===== config.mk =====
export PLATFORM = sky130hd
export DESIGN_NAME = fifo_queue_with_remove_by_id
export DESIGN_NICKNAME = d
export VERILOG_FILES = /design/src/rtl/core/fqr_pkg.sv /design/src/rtl/core/fifo_queue_with_remove_by_id.sv /design/src/rtl/core/fqr_datapath.sv /design/src/rtl/core/fqr_controller.sv
export SDC_FILE = /design/constraint.sdc
export NUM_CORES = 1
export LEC_CHECK = 0
export BUFFER_PORTS_ARGS = -buffer_cell sky130_fd_sc_hd__buf_2
export CORE_MARGIN = 10
export CORE_UTILIZATION = 30
export DETAILED_ROUTE_END_ITERATION = 6
export GPL_ROUTABILITY_DRIVEN = 1
export PLACE_DENSITY = 0.41
export SKIP_CTS_REPAIR_TIMING = 1
export SLEW_MARGIN = 20
export SYNTH_ARGS = -nofsm -noshare
export SYNTH_HDL_FRONTEND = slang
export SYNTH_SLANG_ARGS = --single-unit

===== constraint.sdc =====
create_clock -name clock -period 11.3 [get_ports clock]
set_input_delay 1.695 -clock clock [delete_from_list [all_inputs] [get_ports clock]]
set_output_delay 1.695 -clock clock [all_outputs]
set_load 0.02 [all_outputs]

===== src/rtl/core/fqr_pkg.sv =====
// Shared codes, widths and controller/datapath interface types for the keyed run queue.
package fqr_pkg;

   localparam int DEPTH_DEFAULT = 16;

   localparam int OP_W  = 2;
   localparam int ID_W  = 16;
   localparam int ST_W  = 2;
   localparam int OCC_W = 5;

   localparam logic [OP_W-1:0] OP_PUSH   = 2'd0;
   localparam logic [OP_W-1:0] OP_POP    = 2'd1;
   localparam logic [OP_W-1:0] OP_REMOVE = 2'd2;

   localparam logic [ST_W-1:0] ST_DONE = 2'd0;
   localparam logic [ST_W-1:0] ST_MISS = 2'd1;
   localparam logic [ST_W-1:0] ST_FULL = 2'd2;

   typedef struct packed {
      logic            load;        // capture id, clear index and result id
      logic            set_status;
      logic [ST_W-1:0] status;
      logic            wr_push;     // write incoming id at the tail
      logic            inc_count;
      logic            dec_count;
      logic            inc_k;
      logic            rd_next;     // read entry k+1 instead of entry k
      logic            take_rid;
      logic            wr_shift;    // write read data back at entry k
      logic            out_load;
   } fqr_cmd_type;

   typedef struct packed {
      logic full;
      logic empty;
      logic id_equal;
      logic at_last;
   } fqr_sts_type;

endpackage


===== src/rtl/core/fifo_queue_with_remove_by_id.sv =====
// Bounded run queue of process ids with push, pop and remove-by-id.
// Push goes straight to the result; pop and remove on a non-empty queue run a
// search walk over the queue memory and, on a hit, a shift walk that closes the gap.
// One item is in work at a time; a finished word waits in the output register
// while the next item is accepted.
// Reset clears the occupancy count and control state; queue entries are not cleared.
module fifo_queue_with_remove_by_id #(
   parameter int DEPTH = fqr_pkg::DEPTH_DEFAULT
) (
   input  logic                      clock,
   input  logic                      reset,
   input  logic                      req_valid,
   output logic                      req_stall,
   input  logic [fqr_pkg::OP_W-1:0]  req_operation,
   input  logic [fqr_pkg::ID_W-1:0]  req_process_id,
   output logic                      rsp_valid,
   input  logic                      rsp_stall,
   output logic [fqr_pkg::ID_W-1:0]  rsp_result_id,
   output logic [fqr_pkg::ST_W-1:0]  rsp_status,
   output logic [fqr_pkg::OCC_W-1:0] rsp_occupancy
);

   fqr_pkg::fqr_cmd_type cmd;
   fqr_pkg::fqr_sts_type sts;

   fqr_controller u_ctrl (
      .clock         (clock),
      .reset         (reset),
      .req_valid     (req_valid),
      .req_operation (req_operation),
      .req_stall     (req_stall),
      .rsp_valid     (rsp_valid),
      .rsp_stall     (rsp_stall),
      .sts           (sts),
      .cmd           (cmd)
   );

   fqr_datapath #(
      .DEPTH (DEPTH)
   ) u_dp (
      .clock          (clock),
      .reset          (reset),
      .req_process_id (req_process_id),
      .cmd            (cmd),
      .sts            (sts),
      .rsp_result_id  (rsp_result_id),
      .rsp_status     (rsp_status),
      .rsp_occupancy  (rsp_occupancy)
   );

   // an accepted word keeps the input stalled while it is worked on
   a_busy_after_accept: assert property (@(posedge clock) disable iff (reset)
      (req_valid && !req_stall) |=> req_stall)
      else $error("input not stalled after accept");

   a_id_only_when_done: assert property (@(posedge clock) disable iff (reset)
      (rsp_valid && rsp_status != fqr_pkg::ST_DONE) |-> (rsp_result_id == '0))
      else $error("result id set on a failed operation");

   a_push_never_over_full: assert property (@(posedge clock) disable iff (reset)
      cmd.wr_push |-> !sts.full)
      else $error("push written into a full queue");

   a_shift_walk_in_range: assert property (@(posedge clock) disable iff (reset)
      (cmd.rd_next || cmd.wr_shift) |-> !sts.empty)
      else $error("shift walk on an empty queue");

endmodule


===== src/rtl/core/fqr_datapath.sv =====
// Queue storage, occupancy count, walk index and result registers.
module fqr_datapath #(
   parameter int DEPTH = fqr_pkg::DEPTH_DEFAULT
) (
   input  logic                      clock,
   input  logic                      reset,
   input  logic [fqr_pkg::ID_W-1:0]  req_process_id,
   input  fqr_pkg::fqr_cmd_type      cmd,
   output fqr_pkg::fqr_sts_type      sts,
   output logic [fqr_pkg::ID_W-1:0]  rsp_result_id,
   output logic [fqr_pkg::ST_W-1:0]  rsp_status,
   output logic [fqr_pkg::OCC_W-1:0] rsp_occupancy
);

   localparam int AW = $clog2(DEPTH);
   localparam int CW = $clog2(DEPTH + 1);
   localparam int XW = CW + fqr_pkg::OCC_W;

   logic [fqr_pkg::ID_W-1:0]  mem [DEPTH];
   logic [fqr_pkg::ID_W-1:0]  rdata_ff;
   logic [fqr_pkg::ID_W-1:0]  id_ff;
   logic [fqr_pkg::ID_W-1:0]  rid_ff;
   logic [fqr_pkg::ST_W-1:0]  status_ff;
   logic [CW-1:0]             count_ff;
   logic [AW-1:0]             k_ff;
   logic [fqr_pkg::ID_W-1:0]  out_id_ff;
   logic [fqr_pkg::ST_W-1:0]  out_status_ff;
   logic [fqr_pkg::OCC_W-1:0] out_occ_ff;

   logic [AW-1:0]             raddr;
   logic [AW-1:0]             waddr;
   logic [fqr_pkg::ID_W-1:0]  wdata;
   logic                      wr_en;
   logic [CW-1:0]             k_plus_one;
   logic [XW-1:0]             count_wide;

   assign k_plus_one = CW'(k_ff) + CW'(1);
   assign raddr      = cmd.rd_next ? (k_ff + AW'(1)) : k_ff;
   assign wr_en      = cmd.wr_push | cmd.wr_shift;
   assign waddr      = cmd.wr_push ? count_ff[AW-1:0] : k_ff;
   assign wdata      = cmd.wr_push ? req_process_id : rdata_ff;
   assign count_wide = XW'(count_ff);

   assign sts.full     = (count_ff == CW'(DEPTH));
   assign sts.empty    = (count_ff == '0);
   assign sts.id_equal = (rdata_ff == id_ff);
   assign sts.at_last  = (k_plus_one >= count_ff);

   always_ff @(posedge clock) begin
      if (wr_en) begin
         mem[waddr] <= wdata;
      end
      rdata_ff <= mem[raddr];
   end

   always_ff @(posedge clock) begin
      if (reset) begin
         count_ff <= '0;
      end else if (cmd.inc_count) begin
         count_ff <= count_ff + CW'(1);
      end else if (cmd.dec_count) begin
         count_ff <= count_ff - CW'(1);
      end
   end

   always_ff @(posedge clock) begin
      if (cmd.load) begin
         id_ff     <= req_process_id;
         rid_ff    <= '0;
         k_ff      <= '0;
         status_ff <= cmd.status;
      end else begin
         if (cmd.inc_k) begin
            k_ff <= k_ff + AW'(1);
         end
         if (cmd.take_rid) begin
            rid_ff <= rdata_ff;
         end
         if (cmd.set_status) begin
            status_ff <= cmd.status;
         end
      end
   end

   // hold the finished word until the controller loads the next one
   always_ff @(posedge clock) begin
      if (cmd.out_load) begin
         out_id_ff     <= rid_ff;
         out_status_ff <= status_ff;
         out_occ_ff    <= count_wide[fqr_pkg::OCC_W-1:0];
      end
   end

   assign rsp_result_id = out_id_ff;
   assign rsp_status    = out_status_ff;
   assign rsp_occupancy = out_occ_ff;

endmodule


===== src/rtl/core/fqr_controller.sv =====
// Sequencer for push, pop and remove: search walk, gap-closing shift and result hand-off.
module fqr_controller (
   input  logic                     clock,
   input  logic                     reset,
   input  logic                     req_valid,
   input  logic [fqr_pkg::OP_W-1:0] req_operation,
   output logic                     req_stall,
   output logic                     rsp_valid,
   input  logic                     rsp_stall,
   input  fqr_pkg::fqr_sts_type     sts,
   output fqr_pkg::fqr_cmd_type     cmd
);

   localparam logic [2:0] S_IDLE = 3'd0;
   localparam logic [2:0] S_SRCH = 3'd1;
   localparam logic [2:0] S_CMP  = 3'd2;
   localparam logic [2:0] S_SHRD = 3'd3;
   localparam logic [2:0] S_SHWR = 3'd4;
   localparam logic [2:0] S_FIN  = 3'd5;

   logic [2:0] state_ff, state_in;
   logic       pop_ff, pop_in;
   logic       rsp_valid_ff, rsp_valid_in;
   logic       accept;
   logic       out_free;
   logic       match;

   assign accept   = req_valid & ~req_stall;
   assign out_free = ~rsp_valid_ff | ~rsp_stall;
   assign match    = pop_ff | sts.id_equal;

   always_comb begin
      state_in = state_ff;
      pop_in   = pop_ff;
      cmd      = '0;
      case (state_ff)
         S_IDLE: begin
            if (accept) begin
               cmd.load   = 1'b1;
               cmd.status = fqr_pkg::ST_MISS;
               pop_in     = (req_operation == fqr_pkg::OP_POP);
               state_in   = S_FIN;
               case (req_operation)
                  fqr_pkg::OP_PUSH: begin
                     if (sts.full) begin
                        cmd.status = fqr_pkg::ST_FULL;
                     end else begin
                        cmd.status    = fqr_pkg::ST_DONE;
                        cmd.wr_push   = 1'b1;
                        cmd.inc_count = 1'b1;
                     end
                  end
                  fqr_pkg::OP_POP, fqr_pkg::OP_REMOVE: begin
                     if (!sts.empty) begin
                        state_in = S_SRCH;
                     end
                  end
                  default: begin
                     state_in = S_FIN;
                  end
               endcase
            end
         end
         S_SRCH: begin
            state_in = S_CMP;
         end
         S_CMP: begin
            cmd.set_status = 1'b1;
            if (match) begin
               cmd.status   = fqr_pkg::ST_DONE;
               cmd.take_rid = 1'b1;
               state_in     = S_SHRD;
            end else if (sts.at_last) begin
               cmd.status = fqr_pkg::ST_MISS;
               state_in   = S_FIN;
            end else begin
               cmd.set_status = 1'b0;
               cmd.inc_k      = 1'b1;
               state_in       = S_SRCH;
            end
         end
         S_SHRD: begin
            if (sts.at_last) begin
               cmd.dec_count = 1'b1;
               state_in      = S_FIN;
            end else begin
               cmd.rd_next = 1'b1;
               state_in    = S_SHWR;
            end
         end
         S_SHWR: begin
            // move entry k+1 down into the gap and advance
            cmd.wr_shift = 1'b1;
            cmd.inc_k    = 1'b1;
            state_in     = S_SHRD;
         end
         S_FIN: begin
            if (out_free) begin
               cmd.out_load = 1'b1;
               state_in     = S_IDLE;
            end
         end
         default: begin
            state_in = S_IDLE;
         end
      endcase
   end

   assign rsp_valid_in = cmd.out_load | (rsp_valid_ff & rsp_stall);

   always_ff @(posedge clock) begin
      if (reset) begin
         state_ff     <= S_IDLE;
         pop_ff       <= 1'b0;
         rsp_valid_ff <= 1'b0;
      end else begin
         state_ff     <= state_in;
         pop_ff       <= pop_in;
         rsp_valid_ff <= rsp_valid_in;
      end
   end

   assign req_stall = (state_ff != S_IDLE);
   assign rsp_valid = rsp_valid_ff;

endmodule

# ---- After elaboration in Yosys (flattened, before gate mapping)
# Memories as Yosys holds them, arrays and structs flattened. A register that Yosys moved wholly into a read port is not among the register bits.
# Index checks and enable logic that the tools add are counted.
dict set report totals {
  regBits 71
  latchBits 0
  ramBits 256
  rom_bits 0
  output_inout_bits 25
  mem_count 1
}
dict set report classes {
  addsub 4
  mul 0
  div_mod_pow 0
  order_cmp 1
  n_eq_ne 11
  shift 0
  mux 40
  bitwise 9
  n_reduce_logical 9
}
# memory words word_bits rd rd_ports_with_merged_regs wr line
set memory_table {}
lappend memory_table {u_dp.mem 16 16 1 1 1 fqr_datapath.sv:19} ;# logic [fqr_pkg::ID_W-1:0] mem [DEPTH];
# op count
set op_table {}
lappend op_table {{1-bit two-way mux} 18}
lappend op_table {{3-bit two-way mux} 6}
lappend op_table {{3-bit one-hot mux with 6 select lines} 1}
lappend op_table {{16-bit equality test} 1}
lappend op_table {{16-bit two-way mux} 1}
lappend op_table {{4-bit two-way mux} 4}
lappend op_table {{2-bit two-way mux} 6}
lappend op_table {{5-bit two-way mux} 2}
lappend op_table {{3-bit by 2-bit equality test with 1-bit output, second input constant} 2}
lappend op_table {{3-bit equality test, second input constant} 2}
lappend op_table {{4-bit by 1-bit adder with 5-bit output, second input constant} 1}
lappend op_table {{5-bit by 1-bit adder with 5-bit output, second input constant} 1}
lappend op_table {{5-bit equality test, second input constant} 1}
lappend op_table {{5-bit greater-or-equal comparator} 1}
lappend op_table {{5-bit logical NOT} 1}
lappend op_table {{5-bit by 1-bit subtractor with 5-bit output, second input constant} 1}
lappend op_table {{4-bit by 1-bit adder with 4-bit output, second input constant} 1}
lappend op_table {{2-bit by 1-bit != test with 1-bit output, second input constant} 2}
lappend op_table {{1-bit bitwise OR} 4}
lappend op_table {{2-bit one-hot mux with 2 select lines} 1}
lappend op_table {{2-bit AND reduction} 2}
lappend op_table {{2-bit nonzero test} 2}
lappend op_table {{3-bit by 1-bit equality test with 1-bit output, second input constant} 1}
lappend op_table {{3-bit logical NOT} 1}
lappend op_table {{8 further kinds} 11}

# ---- Depth between registers and ports, before layout
dict set report depth {
  word_depth 8
  depth_mapped 16
  mapped_depth_nobuf 13
}

# ---- Hierarchy
# A second synthesis with hierarchy kept.
dict set report hier_totals {
  cells_unflattened 923
  area_unflattened_um2 14646.5
}
# module instances cells_per_inst area_each_um2
set modules_own_cells {}
lappend modules_own_cells {fqr_datapath 1 865 14237.4}
lappend modules_own_cells {fqr_controller 1 58 409.1}

# ---- Least setup slack after synthesis
# Ideal clock, no wire load.
dict set report synth_timing {
  path_type {in2reg}
  from {in req_valid}
  to {mem u_dp.mem[0][0] (netlist bit) (enable)}
  setup_time_ps 388
  arrival_ps 3657
  slack_ps 7255
  stages 7
  n_path_buf 2
  cell_sequence {nor4b_2 nand2_1 a21oi_1 buf_2 buf_2 a31oi_1 nor2_1}
}
dict set report synth_via {
  elab_chain_len 6
  elab_cells_between_ends 7
  cone_classes {mux: 5; bitwise: 2}
}
# element line
set synth_lines {}
lappend synth_lines {{start, declared} fifo_queue_with_remove_by_id.sv:12} ;# input logic req_valid,
lappend synth_lines {{1-bit bitwise AND *} fqr_controller.sv:28} ;# assign accept = req_valid & ~req_stall;
lappend synth_lines {{4-bit two-way mux *} fqr_controller.sv:38} ;# if (accept) begin
lappend synth_lines {{2-bit two-way mux *} fqr_controller.sv:36} ;# case (state_ff)
lappend synth_lines {{1-bit bitwise OR} fqr_datapath.sv:39} ;# assign wr_en = cmd.wr_push | cmd.wr_shift;
lappend synth_lines {{1-bit two-way mux} fqr_datapath.sv:50} ;# if (wr_en) begin
lappend synth_lines {{1-bit two-way mux (not written as such)} fqr_datapath.sv:51} ;# mem[waddr] <= wdata;
lappend synth_lines {{end, declared} fqr_datapath.sv:19}
# Mark *: on every way between the ends. The rest lies on a longest branch, timed or not.

# ---- Final worst setup path
dict set report layout_timing {
  from {reg u_dp.k_ff[1]}
  to {reg u_dp.rdata_ff[3] (netlist bit) (read register of u_dp.mem)}
}
dict set report layout_via {
  elab_chain_len 5
  elab_cells_between_ends 6
  cone_classes {add/sub: 2; order compare: 1; mux: 3}
}
# element line
set layout_lines {}
lappend layout_lines {{start, declared} fqr_datapath.sv:25} ;# logic [AW-1:0] k_ff;
lappend layout_lines {{start signal, assigned} fqr_datapath.sv:74} ;# k_ff <= k_ff + AW'(1);
lappend layout_lines {{4-bit by 1-bit adder with 5-bit output} fqr_datapath.sv:37} ;# assign k_plus_one = CW'(k_ff) + CW'(1);
lappend layout_lines {{5-bit greater-or-equal comparator} fqr_datapath.sv:47} ;# assign sts.at_last = (k_plus_one >= count_ff);
lappend layout_lines {{1-bit two-way mux} fqr_controller.sv:83} ;# if (sts.at_last) begin
lappend layout_lines {{1-bit two-way mux} fqr_controller.sv:36}
lappend layout_lines {{4-bit two-way mux *} fqr_datapath.sv:38} ;# assign raddr = cmd.rd_next ? (k_ff + AW'(1)) : k_ff;
lappend layout_lines {{end, declared} fqr_datapath.sv:20} ;# logic [fqr_pkg::ID_W-1:0] rdata_ff;
# Marked as above.
# A chain may end at the register's enable or synchronous reset.

==> impl_metrics.tcl <==
set metrics [dict create \
    outcome "finished, final reports clean" \
    maximum_number_of_pins_on_one_net_before_global_route_repair 88 \
    rsz0062_at_grt "no" \
    ys.flop_type "sky130_fd_sc_hd__edfxtp_1" \
    port_buffers 46 \
    finalClockSkew_ps 20.8 \
    design.portCount 47 \
    drt_wl_total_um 41200 \
    core_area_um2 49900 \
    hold_class "reg -> reg" \
    max_slew.worst_pin.slew_ps 1120 \
    number_of_storage_elements_in_the_synthesis_netlist 343 \
    finish.net_count 1136 \
    yosysTopAreaCellShare_pct 59.2 \
    worst_setup_path_end_kind "register" \
    groute.usage.overall_pct 13.7 \
    timing.reg2reg.setup_slack_ps 5610 \
    drt.antenna.violating_nets 0 \
    critPathArrivalTime_ps 6080 \
    setup_viol 0 \
    timing.final.max_slew_violations 0 \
    final-hold-violation-count 0 \
    syn-instance-count 1064 \
    dp.final_hpwl_um 25000 \
    row_count 82 \
    final-instance-count-excl-fill 1803 \
    max-cap-violations 0 \
    worst_ir_drop_vdd_mv 0.0966 \
    clock_insertion_delay_worst_skew_ps 550 \
    globalplace.congestion 0.738 \
    placedCellCount 1734 \
    synthesis.area_um2 15100 \
    drt-wirelength-per-cell_um 22.9 \
    worstSetupPathType "reg -> reg" \
    antenna_cells_inserted 0 \
    post_synth_num_cell_types 56 \
    grt_pass1_vias 9221 \
    grt_pass1_wl_um 61500 \
    power.density_nw_per_um2 229 \
    antenna_violations_before_repair 0 \
    clk_pin_slew_worst_paths_ps 60 \
    ctsRootBufferMaster "sky130_fd_sc_hd__clkbuf_16" \
    tns_ps 0 \
    cts_buffers 38 \
    post-route-util_pct 34.7 \
    met1Wirelength_um 18800 \
    routed_via_density 5.01 \
    layout_cells_sized_above_1_pct 19.8 \
    final_period_minus_worst_setup_slack_ps 5690 \
    syn_nets 1098 \
    cp.required_ps 11690 \
    gr-total-overflow 0 \
    drc 0 \
    initialDrtViolationCount 623 \
    numClockSinks 343 \
    yosys.area.top_type "sky130_fd_sc_hd__edfxtp_1" \
    syn2layout_area_growth_pct 15.1 \
    routed-wl-met2_um 19800 \
    die_span_in_y_um 244 \
    firstDrtPassIters 5 \
    synthTopCellsByArea "sky130_fd_sc_hd__edfxtp_1 59%, sky130_fd_sc_hd__dfxtp_1 6.1%, sky130_fd_sc_hd__mux4_2 4.8%, sky130_fd_sc_hd__mux2i_1 3.3%, sky130_fd_sc_hd__a21oi_1 2.5%" \
    fmaxAchievable_mhz 176 \
    finalCritPeriodShare_pct 50.4 \
    synth-edff-count 297 \
    async_set_or_reset_flop_fraction_in_the_synthesized_netlist_pct 0 \
    detailroute.via_count 9027 \
    synth.top_cells.by_count "297 x sky130_fd_sc_hd__edfxtp_1, 74 x sky130_fd_sc_hd__a21oi_1, 58 x sky130_fd_sc_hd__nor2_1" \
    cts_tree "done" \
    wl_met3_um 1420 \
    static-leakage-power_nw 5.85 \
    die_w_um 244 \
    worstPathMaxFanout 66 \
    crit_path_start_kind "register" \
    initial_core_utilization_pct 30.2 \
    syn_area_per_cell_um2 14.1 \
    highest_layer "met4" \
    fraction_of_the_yosys_area_taken_by_sequential_cells_pct 65.4 \
    buffer_levels_on_the_longest_clock_path 3 \
    cts_htree_levels 2 \
    timing.max_slew.rel_slack_pct 25.3 \
    synth.most_common_cell "sky130_fd_sc_hd__edfxtp_1" \
    synthesis.yosys.warnings 0 \
    fp.dieArea_um2 59500 \
]
[power by group]
group | switching (mW) | internal (mW)
logic | 0.657 | 0.353
clock network | 0.506 | 0.708
registers | 0.112 | 1.63
total | 1.27 | 2.69
[sequential cells by signal (all words and copies together), names as in the netlist]
name	count
u_dp.rsp_status	2
u_dp.k_ff	4
u_dp.status_ff	2
u_dp.mem	256
u_ctrl.state_ff	3
u_ctrl.pop_ff	1
u_dp.rdata_ff	16
u_dp.count_ff	5
u_dp.rsp_occupancy	5
u_ctrl.rsp_valid	1
u_dp.rid_ff	16
u_dp.id_ff	16
u_dp.rsp_result_id	16
[per-stage QoR]
stage               power [mW]  hold WS (ps)  cell area [um2]  setup slack [ps]
finish                    3.97           420            17300              5610
detailed placement        2.80           407            16100              5510
global placement          2.79           406            16100              5580
CTS                       4.03           423            17300              5490
floorplan                 2.40           400            15100              7250
global route              4.16           424            17300              5180
[placed cells by master, fill, tap and decap left out, drive strengths merged, types with 34 or more instances in the layout]
master / Yosys / final
a211oi: 34 / 34
a21oi: 77 / 77
and3: 35 / 35
buf: 43 / 73
clkbuf: 32 / 52
dfxtp: 46 / 46
edfxtp: 297 / 297
inv: 42 / 42
mux2i: 50 / 50
nand2: 47 / 47
nand3: 34 / 34
nor2: 59 / 59
nor2b: 37 / 37
[layout make-up]
cell class / count / area, um2
Clock buffer: 52 / 1060
Clock inverter: 17 / 158
Fill cell: 4893 / 32500
Inverter: 42 / 158
Multi-Input combinational cell: 604 / 4830
Sequential cell: 343 / 9840
Tap cell: 672 / 841
Timing Repair Buffer: 73 / 433
[cells by family after synthesis]
kind of cell               Yosys count  share of synthesized area (%)
adders and majority gates           12                           1.05
AOI/OAI and AO/OA                  232                           11.4
buffers and inverters              117                           3.41
DFF                                343                           65.4
xor gates and xnor gates            25                           1.45
and+or+nand+nor                    235                           7.80
muxes                              100                           9.48
[critical path, stage by stage, from the launching register on]
cell and delay (ps):
sky130_fd_sc_hd__dfxtp_2 920, sky130_fd_sc_hd__ha_1 440, sky130_fd_sc_hd__xor2_4 150, sky130_fd_sc_hd__buf_4 670, sky130_fd_sc_hd__ha_1 390, sky130_fd_sc_hd__a21oi_1 170, sky130_fd_sc_hd__o21ai_2 110, sky130_fd_sc_hd__a31o_2 320
sky130_fd_sc_hd__o21ai_4 150, sky130_fd_sc_hd__buf_4 580, sky130_fd_sc_hd__nand2_1 590, sky130_fd_sc_hd__buf_4 400, sky130_fd_sc_hd__a211o_1 310, sky130_fd_sc_hd__a41oi_1 210, sky130_fd_sc_hd__a21oi_1 70
[final timing paths]
path	start	end	depth (start not counted)
min	u_dp.status_ff[1]	u_dp.rsp_status[1]	0
max	u_dp.k_ff[1]	u_dp.rdata_ff[3]	14
min reg2reg	u_dp.status_ff[1]	u_dp.rsp_status[1]	0
max reg2reg	u_dp.k_ff[1]	u_dp.rdata_ff[3]	14
[per-layer routing]
| layer | vias up | GRT usage, % |
|---|---|---|
| met5 | - | 0 |
| met4 | 0 | 4.91 |
| met3 | 58 | 2.10 |
| met2 | 193 | 22.7 |
| met1 | 4581 | 17.9 |
| li1 | 4195 | - |
Power figures use the tool's default switching activity.
